`src/rtl/lcf_pkg.sv`:
```
// Package for the LSTM cell forward block: default data and fraction widths.
// No dependencies; used by lcf_act and lstm_cell_forward.
`default_nettype none

package lcf_pkg;

   // Default signed fixed-point format: Q4.12 in 16 bits
   localparam int LCF_DATA_WIDTH = 16;
   localparam int LCF_FRAC_BITS  = 12;

endpackage : lcf_pkg

`default_nettype wire

```
`src/rtl/lcf_act.sv`:
```
// Piecewise-linear sigmoid, or tanh built as 2*sigmoid(2x) - 1, in fixed point.
// Purely combinational; depends on lcf_pkg for default widths.
`default_nettype none

module lcf_act
   import lcf_pkg::*;
#(
   parameter int IN_W      = LCF_DATA_WIDTH,
   parameter int FRAC_BITS = LCF_FRAC_BITS,
   parameter bit TANH      = 1'b0,
   parameter int OUT_W     = TANH ? FRAC_BITS + 2 : FRAC_BITS + 1
) (
   input  wire logic signed [IN_W-1:0]  x_in,
   output logic             [OUT_W-1:0] y_out
);

   localparam int AW = IN_W + 1;
   localparam int CW = (AW > FRAC_BITS + 4) ? AW : FRAC_BITS + 4;

   // Segment breakpoints and offsets
   localparam logic [CW-1:0] TH_SAT  = CW'(5)  << FRAC_BITS;
   localparam logic [CW-1:0] TH_MID  = CW'(19) << (FRAC_BITS - 3);
   localparam logic [CW-1:0] TH_ONE  = CW'(1)  << FRAC_BITS;
   localparam logic [CW-1:0] OFS_HI  = CW'(27) << (FRAC_BITS - 5);
   localparam logic [CW-1:0] OFS_MID = CW'(5)  << (FRAC_BITS - 3);
   localparam logic [CW-1:0] OFS_LO  = CW'(1)  << (FRAC_BITS - 1);
   localparam logic [FRAC_BITS:0]   ONE_S = {1'b1, {FRAC_BITS{1'b0}}};
   localparam logic [FRAC_BITS+1:0] ONE_T = {2'b01, {FRAC_BITS{1'b0}}};

   logic signed [AW-1:0]  xs;
   logic                  neg;
   logic [AW-1:0]         mag;
   logic [CW-1:0]         a;
   logic [CW-1:0]         seg;
   logic [FRAC_BITS:0]    s;
   logic [FRAC_BITS:0]    sig;

   // Double the argument for tanh, then take the magnitude
   assign xs  = TANH ? {x_in, 1'b0} : {x_in[IN_W-1], x_in};
   assign neg = xs[AW-1];
   assign mag = neg ? (~xs + AW'(1)) : xs;
   assign a   = CW'(mag);

   // Pick the segment of the positive half
   always_comb begin
      if (a >= TH_SAT) begin
         seg = TH_ONE;
      end else if (a >= TH_MID) begin
         seg = (a >> 5) + OFS_HI;
      end else if (a >= TH_ONE) begin
         seg = (a >> 3) + OFS_MID;
      end else begin
         seg = (a >> 2) + OFS_LO;
      end
   end

   assign s   = seg[FRAC_BITS:0];
   // Mirror for negative arguments
   assign sig = neg ? (ONE_S - s) : s;

   generate
      if (TANH) begin : g_tanh
         assign y_out = OUT_W'({sig, 1'b0} - ONE_T);
      end else begin : g_sig
         assign y_out = OUT_W'(sig);
      end
   endgenerate

endmodule : lcf_act

`default_nettype wire

```
`src/rtl/lcf_skid.sv`:
```
// Output register with a skid entry; decouples result backpressure from the pipeline.
// No dependencies.
`default_nettype none

module lcf_skid #(
   parameter int WIDTH = 8
) (
   input  wire logic             clock,
   input  wire logic             reset,
   input  wire logic             s_valid,
   output logic                  s_ready,
   input  wire logic [WIDTH-1:0] s_data,
   output logic                  m_valid,
   input  wire logic             m_ready,
   output logic      [WIDTH-1:0] m_data
);

   logic             out_valid_ff;
   logic [WIDTH-1:0] out_data_ff;
   logic             skid_valid_ff;
   logic [WIDTH-1:0] skid_data_ff;

   assign s_ready = ~skid_valid_ff;
   assign m_valid = out_valid_ff;
   assign m_data  = out_data_ff;

   // Control: fill output register first, park in skid entry when stalled
   always_ff @(posedge clock) begin
      if (reset) begin
         out_valid_ff  <= 1'b0;
         skid_valid_ff <= 1'b0;
      end else if (skid_valid_ff) begin
         if (m_ready) begin
            skid_valid_ff <= 1'b0;
         end
      end else if (s_valid) begin
         if (out_valid_ff && !m_ready) begin
            skid_valid_ff <= 1'b1;
         end else begin
            out_valid_ff <= 1'b1;
         end
      end else if (m_ready) begin
         out_valid_ff <= 1'b0;
      end
   end

   // Payload: no reset
   always_ff @(posedge clock) begin
      if (skid_valid_ff) begin
         if (m_ready) begin
            out_data_ff <= skid_data_ff;
         end
      end else if (s_valid) begin
         if (out_valid_ff && !m_ready) begin
            skid_data_ff <= s_data;
         end else begin
            out_data_ff <= s_data;
         end
      end
   end

endmodule : lcf_skid

`default_nettype wire

```
`src/rtl/lstm_cell_forward.sv`:
```
// LSTM cell forward, elementwise: gate activations, new cell and hidden value.
// Throughput: one transaction per cycle; the pipeline freezes only while the skid entry is full.
// Depth: six pipeline stages, the first loaded by the edge that accepts an input, plus the
// output register; sigmoid/tanh units and two multiplier stages set the depth.
// Reset: synchronous, active high; clears all valid bits, including the output stage's, but not the payload.
// Depends on lcf_pkg, lcf_act and lcf_skid.
`default_nettype none

module lstm_cell_forward
   import lcf_pkg::*;
#(
   parameter int DATA_WIDTH = LCF_DATA_WIDTH,
   parameter int FRAC_BITS  = LCF_FRAC_BITS,
   parameter int REQ_W      = ((5 * DATA_WIDTH + 7) / 8) * 8,
   parameter int RSP_W      = ((5 * FRAC_BITS + 7 + DATA_WIDTH + 7) / 8) * 8
) (
   input  wire logic             clock,
   input  wire logic             reset,
   // fields from bit 0: pre_input_gate, pre_forget_gate, pre_output_gate,
   // pre_candidate, prev_cell, zero fill
   input  wire logic [REQ_W-1:0] req_tdata,
   input  wire logic             req_tlast,  // last_in
   input  wire logic             req_tvalid,
   output logic                  req_tready,
   // fields from bit 0: act_input_gate, act_forget_gate, act_output_gate,
   // act_candidate, cell_out, hidden_out, zero fill
   output logic      [RSP_W-1:0] rsp_tdata,
   output logic                  rsp_tlast,  // last_out
   output logic                  rsp_tvalid,
   input  wire logic             rsp_tready
);

   localparam int DW    = DATA_WIDTH;
   localparam int GW    = FRAC_BITS + 1;            // sigmoid result width
   localparam int TW    = FRAC_BITS + 2;            // tanh result width
   localparam int PF_W  = TW + DW;                  // f * c_prev
   localparam int PI_W  = TW + TW;                  // i * g
   localparam int SUM_W = ((PF_W > PI_W) ? PF_W : PI_W) + 1;
   localparam int HP_W  = TW + TW;                  // o * tanh(cell)
   localparam int OUT_BITS = 3 * GW + 2 * TW + DW;
   localparam int NSTG  = 6;

   localparam logic signed [SUM_W-1:0] HALF_S = SUM_W'(1) << (FRAC_BITS - 1);
   localparam logic signed [HP_W-1:0]  HALF_H = HP_W'(1) << (FRAC_BITS - 1);
   localparam logic signed [SUM_W-1:0] CMAX =
      {{(SUM_W - DW + 1){1'b0}}, {(DW - 1){1'b1}}};
   localparam logic signed [SUM_W-1:0] CMIN =
      {{(SUM_W - DW + 1){1'b1}}, {(DW - 1){1'b0}}};
   localparam logic [GW-1:0]        ONE_G = {1'b1, {FRAC_BITS{1'b0}}};
   localparam logic signed [TW-1:0] ONE_T = {2'b01, {FRAC_BITS{1'b0}}};

   logic                en;
   logic [NSTG-1:0]     vld_ff;
   logic [NSTG-1:0]     vld_in;

   // Stage 1: captured inputs
   logic signed [DW-1:0] xi_ff, xf_ff, xo_ff, xg_ff, cp1_ff;
   logic                 last1_ff;
   // Stage 2: activated gates
   logic [GW-1:0]        gi_in, gf_in, go_in;
   logic [TW-1:0]        gg_in;
   logic [GW-1:0]        gi2_ff, gf2_ff, go2_ff;
   logic signed [TW-1:0] gg2_ff;
   logic signed [DW-1:0] cp2_ff;
   logic                 last2_ff;
   // Stage 3: products
   logic signed [TW-1:0]   gf_s, gi_s;
   logic signed [PF_W-1:0] pf_in, pf_ff;
   logic signed [PI_W-1:0] pi_in, pi_ff;
   logic [GW-1:0]          gi3_ff, gf3_ff, go3_ff;
   logic signed [TW-1:0]   gg3_ff;
   logic                   last3_ff;
   // Stage 4: saturated cell
   logic signed [SUM_W-1:0] sum;
   logic signed [SUM_W-1:0] sum_sh;
   logic signed [DW-1:0]    cell_in, cell4_ff;
   logic [GW-1:0]           gi4_ff, gf4_ff, go4_ff;
   logic signed [TW-1:0]    gg4_ff;
   logic                    last4_ff;
   // Stage 5: tanh of cell
   logic [TW-1:0]           tc_in;
   logic signed [TW-1:0]    tc5_ff;
   logic signed [DW-1:0]    cell5_ff;
   logic [GW-1:0]           gi5_ff, gf5_ff, go5_ff;
   logic signed [TW-1:0]    gg5_ff;
   logic                    last5_ff;
   // Stage 6: hidden product
   logic signed [TW-1:0]    go_s;
   logic signed [HP_W-1:0]  hp_in, hp6_ff;
   logic signed [DW-1:0]    cell6_ff;
   logic [GW-1:0]           gi6_ff, gf6_ff, go6_ff;
   logic signed [TW-1:0]    gg6_ff;
   logic                    last6_ff;
   // Hidden rounding into the output register
   logic signed [HP_W-1:0]  hid_sh;
   logic [TW-1:0]           hid;
   logic [RSP_W:0]          pack;
   logic [RSP_W:0]          out_data;

   // Advance the whole pipeline while the output skid entry is free
   assign req_tready = en;
   assign vld_in     = {vld_ff[NSTG-2:0], req_tvalid};

   always_ff @(posedge clock) begin
      if (reset) begin
         vld_ff <= '0;
      end else if (en) begin
         vld_ff <= vld_in;
      end
   end

   // Activation units
   lcf_act #(.IN_W(DW), .FRAC_BITS(FRAC_BITS), .TANH(1'b0)) u_act_i (
      .x_in(xi_ff), .y_out(gi_in));
   lcf_act #(.IN_W(DW), .FRAC_BITS(FRAC_BITS), .TANH(1'b0)) u_act_f (
      .x_in(xf_ff), .y_out(gf_in));
   lcf_act #(.IN_W(DW), .FRAC_BITS(FRAC_BITS), .TANH(1'b0)) u_act_o (
      .x_in(xo_ff), .y_out(go_in));
   lcf_act #(.IN_W(DW), .FRAC_BITS(FRAC_BITS), .TANH(1'b1)) u_act_g (
      .x_in(xg_ff), .y_out(gg_in));

   // Cell products
   assign gf_s  = $signed({1'b0, gf2_ff});
   assign gi_s  = $signed({1'b0, gi2_ff});
   assign pf_in = gf_s * cp2_ff;
   assign pi_in = gi_s * gg2_ff;

   // Sum, round half up, saturate
   assign sum    = SUM_W'(pf_ff) + SUM_W'(pi_ff) + HALF_S;
   assign sum_sh = sum >>> FRAC_BITS;
   always_comb begin
      if (sum_sh > CMAX) begin
         cell_in = CMAX[DW-1:0];
      end else if (sum_sh < CMIN) begin
         cell_in = CMIN[DW-1:0];
      end else begin
         cell_in = sum_sh[DW-1:0];
      end
   end

   lcf_act #(.IN_W(DW), .FRAC_BITS(FRAC_BITS), .TANH(1'b1)) u_act_c (
      .x_in(cell4_ff), .y_out(tc_in));

   // Hidden product
   assign go_s  = $signed({1'b0, go5_ff});
   assign hp_in = go_s * tc5_ff;

   // Round hidden value
   assign hid_sh = (hp6_ff + HALF_H) >>> FRAC_BITS;
   assign hid    = hid_sh[TW-1:0];

   // Pipeline payload, advanced together with the valid bits
   always_ff @(posedge clock) begin
      if (en) begin
         xi_ff    <= req_tdata[DW-1:0];
         xf_ff    <= req_tdata[2*DW-1:DW];
         xo_ff    <= req_tdata[3*DW-1:2*DW];
         xg_ff    <= req_tdata[4*DW-1:3*DW];
         cp1_ff   <= req_tdata[5*DW-1:4*DW];
         last1_ff <= req_tlast;

         gi2_ff   <= gi_in;
         gf2_ff   <= gf_in;
         go2_ff   <= go_in;
         gg2_ff   <= gg_in;
         cp2_ff   <= cp1_ff;
         last2_ff <= last1_ff;

         pf_ff    <= pf_in;
         pi_ff    <= pi_in;
         gi3_ff   <= gi2_ff;
         gf3_ff   <= gf2_ff;
         go3_ff   <= go2_ff;
         gg3_ff   <= gg2_ff;
         last3_ff <= last2_ff;

         cell4_ff <= cell_in;
         gi4_ff   <= gi3_ff;
         gf4_ff   <= gf3_ff;
         go4_ff   <= go3_ff;
         gg4_ff   <= gg3_ff;
         last4_ff <= last3_ff;

         tc5_ff   <= tc_in;
         cell5_ff <= cell4_ff;
         gi5_ff   <= gi4_ff;
         gf5_ff   <= gf4_ff;
         go5_ff   <= go4_ff;
         gg5_ff   <= gg4_ff;
         last5_ff <= last4_ff;

         hp6_ff   <= hp_in;
         cell6_ff <= cell5_ff;
         gi6_ff   <= gi5_ff;
         gf6_ff   <= gf5_ff;
         go6_ff   <= go5_ff;
         gg6_ff   <= gg5_ff;
         last6_ff <= last5_ff;
      end
   end

   // Pack result transaction, last flag on top
   assign pack = {last6_ff, (RSP_W - OUT_BITS)'(0), hid, cell6_ff, gg6_ff,
                  go6_ff, gf6_ff, gi6_ff};

   lcf_skid #(.WIDTH(RSP_W + 1)) u_skid (
      .clock  (clock),
      .reset  (reset),
      .s_valid(vld_ff[NSTG-1] & en),
      .s_ready(en),
      .s_data (pack),
      .m_valid(rsp_tvalid),
      .m_ready(rsp_tready),
      .m_data (out_data)
   );

   assign rsp_tdata = out_data[RSP_W-1:0];
   assign rsp_tlast = out_data[RSP_W];

   // Frozen pipeline keeps its valid bits
   a_hold_on_stall: assert property (@(posedge clock) disable iff (reset)
      !en |=> $stable(vld_ff))
      else $error("pipeline valid bits moved while stalled");

   // Sigmoid results stay within 0..1
   a_gate_range: assert property (@(posedge clock) disable iff (reset)
      rsp_tvalid |-> (rsp_tdata[GW-1:0] <= ONE_G) && (rsp_tdata[2*GW-1:GW] <= ONE_G)
                     && (rsp_tdata[3*GW-1:2*GW] <= ONE_G))
      else $error("gate activation above one");

   // Tanh of candidate stays within -1..1
   a_tanh_range: assert property (@(posedge clock) disable iff (reset)
      rsp_tvalid |-> ($signed(rsp_tdata[3*GW+TW-1:3*GW]) <= ONE_T)
                     && ($signed(rsp_tdata[3*GW+TW-1:3*GW]) >= -ONE_T))
      else $error("candidate activation out of range");

endmodule : lstm_cell_forward

`default_nettype wire
```
`config.mk`:
```
export PLATFORM = sky130hd
export DESIGN_NAME = lstm_cell_forward
export DESIGN_NICKNAME = d
export VERILOG_FILES = /design/src/rtl/lcf_pkg.sv /design/src/rtl/lcf_act.sv /design/src/rtl/lcf_skid.sv /design/src/rtl/lstm_cell_forward.sv
export SDC_FILE = /design/constraint.sdc
export NUM_CORES = 2
export LEC_CHECK = 0
export BUFFER_PORTS_ARGS = -buffer_cell sky130_fd_sc_hd__buf_2
export CORE_MARGIN = 1
export CORE_UTILIZATION = 60
export CTS_BUF_LIST = sky130_fd_sc_hd__clkbuf_2 sky130_fd_sc_hd__clkbuf_4 sky130_fd_sc_hd__clkbuf_8
export DETAILED_ROUTE_END_ITERATION = 16
export HOLD_SLACK_MARGIN = 0.1
export PLACE_DENSITY = 0.78
export SLEW_MARGIN = 0
export SYNTH_ARGS = -nofsm -noshare
export SYNTH_HDL_FRONTEND = slang
export SYNTH_SLANG_ARGS = --single-unit
```
`constraint.sdc`:
```
create_clock -name clock -period 23.1 [get_ports clock]
set_input_delay 3.465 -clock clock [delete_from_list [all_inputs] [get_ports clock]]
set_output_delay 3.465 -clock clock [all_outputs]
set_load 0.1 [all_outputs]
```
==> flow_metrics.py <==
metrics = {
    "layout": {
        "multi_input_area_mm2": 0.0260,
        "seqCellArea_mm2": 0.0200,
        "layout-drive-gt1-share_pct": 11.5,
        "syn2layout_area_growth_pct": 7.89,
        "stdcell_area_mm2": 0.0526,
        "layout.nets": 5211,
        "fin_util_pct": 65.4,
        "fillers": 6011,
    },
    "clocking": {
        "cts_sinks": 668,
        "cts_root_buffer": "clkbuf_8",
        "cts_tree": "built",
        "clk_latency_ns": 0.73,
        "cts_hold_buf": 0,
        "cts_buffers": 108,
        "clk_pin_slew_ns": 0.06,
        "h-tree-depth": 3,
        "cts_setup_buffers": 0,
        "cts_resized": 0,
        "clock_tree.buffer_depth": 3,
    },
    "place": {
        "dp_hpwl_um": 70300,
        "place_area_mm2": 0.0505,
        "finalWeightedCongestion": 0.882,
        "port_buffers": 169,
    },
    "synth": {
        "yosys_warnings": 0,
        "seq_area_frac_synth_pct": 41.0,
        "yosysTopAreaCell": "edfxtp_1",
        "syn_area_mm2": 0.0488,
        "synth_cells": 4178,
        "synth_top_area_share_pct": 40.6,
        "synth_cell_types": 105,
        "synth-async-reset-ratio_pct": 0,
        "ys_seq_elements": 668,
        "synth_flop_cell": "edfxtp_1",
        "syn_area_per_cell_um2": 11.7,
        "synth_common_cells": "edfxtp_1, inv_1, fa_1",
        "synth_edf_count": 660,
        "synthTopCellsByArea": "edfxtp_1, fa_1, ha_1, inv_1, and2_1",
        "synth.most_common_cell": "edfxtp_1",
    },
    "global_route": {
        "antenna_found_initial": 1,
        "track_usage_pct": 23.5,
        "grt_max_degree": 169,
        "grt_pass1_wl_um": 156000,
        "grt_pass1_vias": 31900,
        "gr-total-overflow": 0,
    },
    "sta": {
        "fmax_mhz": 142,
        "hold_viol_final": 0,
        "fin_setup_tns_ns": 0,
        "relSlewSlack_pct": 31.1,
        "final_max_slew_viol_count": 0,
        "rsz0062_at_grt": "no",
        "setup_viol_count_final": 0,
        "clock_skew_ns": 0.0387,
        "finalCritPeriodShare_pct": 30.4,
        "worst_pin_slew_ns": 1.03,
        "min_period_ns": 7.03,
    },
    "hold_path": {
        "hp-start": "gi3_ff[12]",
        "hold_depth": 0,
        "hold_path_class": "reg2reg",
        "worstHoldEndpoint": "gi4_ff[12]",
    },
    "worst_setup_path": {
        "critPathLaunchType": "flop",
        "crit_chain": "and2_1, fa_1, inv_1, fa_1, inv_1, fa_1, fa_1, fa_1, inv_1, fa_1, inv_1, ha_1, inv_1, nor2_1, a2111oi_0, a21oi_1, o211ai_1, nand3_1, a31oi_1, nor2b_1, o21ai_0, a21oi_1, xnor2_1",
        "worst_r2r_endpoint": "pf_ff[29]",
        "slowest_delay_ns": 0.64,
        "r2r_setup_slack_ns": 16.07,
        "cp_common_cell": "fa_1",
        "worstPathArrival_ns": 7.47,
        "cp_max_fo": 17,
        "required_ns": 23.55,
        "crit_slowest_cell": "edfxtp_1",
        "worstRegToRegCells": 23,
        "criticalPathCategory": "reg2reg",
        "cp-end-kind": "flop",
        "r2r-start": "gf2_ff[4]",
    },
    "floorplanning": {
        "num_rows": 104,
        "chipHeight_um": 287,
        "core_area_mm2": 0.0804,
        "initial_core_util_pct": 60.7,
        "dieArea_mm2": 0.0824,
        "ios": 176,
        "fp.dieW_um": 287,
    },
    "route": {
        "wl_um": 94200,
        "vias_per_cell": 5.61,
        "wl_per_cell_um": 17.2,
        "drc": 0,
        "first_iter_violations": 1886,
        "ant_nets": 0,
        "first_pass_iters": 6,
        "vias": 30700,
    },
    "status": {
        "status": "finished clean",
    },
    "run": {
        "cap_viol_max_count": 0,
    },
}
## area by class of cell
type / count / area share (%)
tap: 1060 / 2.52
sequential: 668 / 38.0
multi-input combinational: 2774 / 49.4
inverter: 584 / 4.18
clock inverter: 51 / 0.744
clock buffer: 139 / 3.28
antenna: 1 / 0.00476
timing repair buffer: 189 / 1.92
## routing by layer
layer,routed length (um),vias up,global-route usage (%)
met5,0,-,0
met1,39200,15300,29.8
li1,-,14500,-
met4,2890,0,8.70
met3,4010,195,3.25
met2,48100,727,41.1
## cells in the final DEF, fill, tap and decap left out, types with 16 or more instances in the layout
master / n
or2_2: 16
nor2_1: 122
o21ai_0: 111
o41ai_1: 19
a21o_1: 21
buf_2: 169
and3_1: 21
mux2_2: 90
or3_1: 21
xor2_1: 77
clkbuf_4: 30
and2_1: 255
nand3_1: 49
a21oi_1: 101
a31oi_1: 21
mux2i_1: 34
xnor2_1: 156
buf_4: 19
inv_1: 580
ha_1: 358
a211oi_1: 26
nand2_1: 406
nand2b_1: 39
edfxtp_1: 660
fa_1: 443
o211ai_1: 18
nand4_1: 25
nor3_1: 41
clkinv_1: 29
clkbuf_8: 109
nor2b_1: 37
o31ai_1: 22
## through the flow
step / instances / hold slack, ns / setup WS (ns)
final: 5466 / 0.407 / 16.07
after global routing: 5466 / 0.393 / 15.77
after CTS: 5465 / 0.392 / 16.09
after detailed placement: 5275 / 0.405 / 16.11
after global placement: 5275 / 0.400 / 16.35
after floorplan: 4183 / 0.400 / 4.76
## kinds of logic after synthesis
kind of cell / count (synthesis) / share of synthesized area [%]
xor+xnor: 234 / 4.22
other cells: 1 / 0.00769
simple gates: 1110 / 11.7
flops: 668 / 41.0
fa+ha+maj: 801 / 27.4
mux: 125 / 2.80
buf+inv: 741 / 5.83
compound gates: 498 / 7.16
## how the worst max path moves through the flow
| stage | start | to | slack [ns] | cells after the start |
|---|---|---|---|---|
| after CTS | gf2_ff[4] | pf_ff[29] | 16.09 | 23 |
| after detailed placement | gf2_ff[4] | pf_ff[27] | 16.11 | 23 |
| after global routing | gf2_ff[7] | pf_ff[27] | 15.77 | 22 |
| after global placement | gf2_ff[4] | pf_ff[27] | 16.35 | 23 |
| after floorplan | u_skid.skid_valid_ff | req_tready | 4.76 | 3 |
| final | gf2_ff[4] | pf_ff[29] | 16.07 | 23 |
## sequential cells by signal, summed over array words and instances, names as in the netlist, 27 cells and up
| name | cells |
|---|---|
| u_skid.m_data | 83 |
| u_skid.skid_data_ff | 83 |
| pf_ff | 29 |
| pi_ff | 27 |
## worst max-delay path, delay by kind of cell (launching register included)
kind                       cells  cell delay [ns]
DFF                            1             0.64
and+or+nand+nor                4             0.57
AOI/OAI and AO/OA              6             1.62
xor gates and xnor gates       1             0.15
buffers and inverters          5             0.32
adders and majority gates      7             3.46
Power is left out: the tool's default activity adds up to more than one toggle a clock period on the data nets, which glitch-free logic cannot reach.
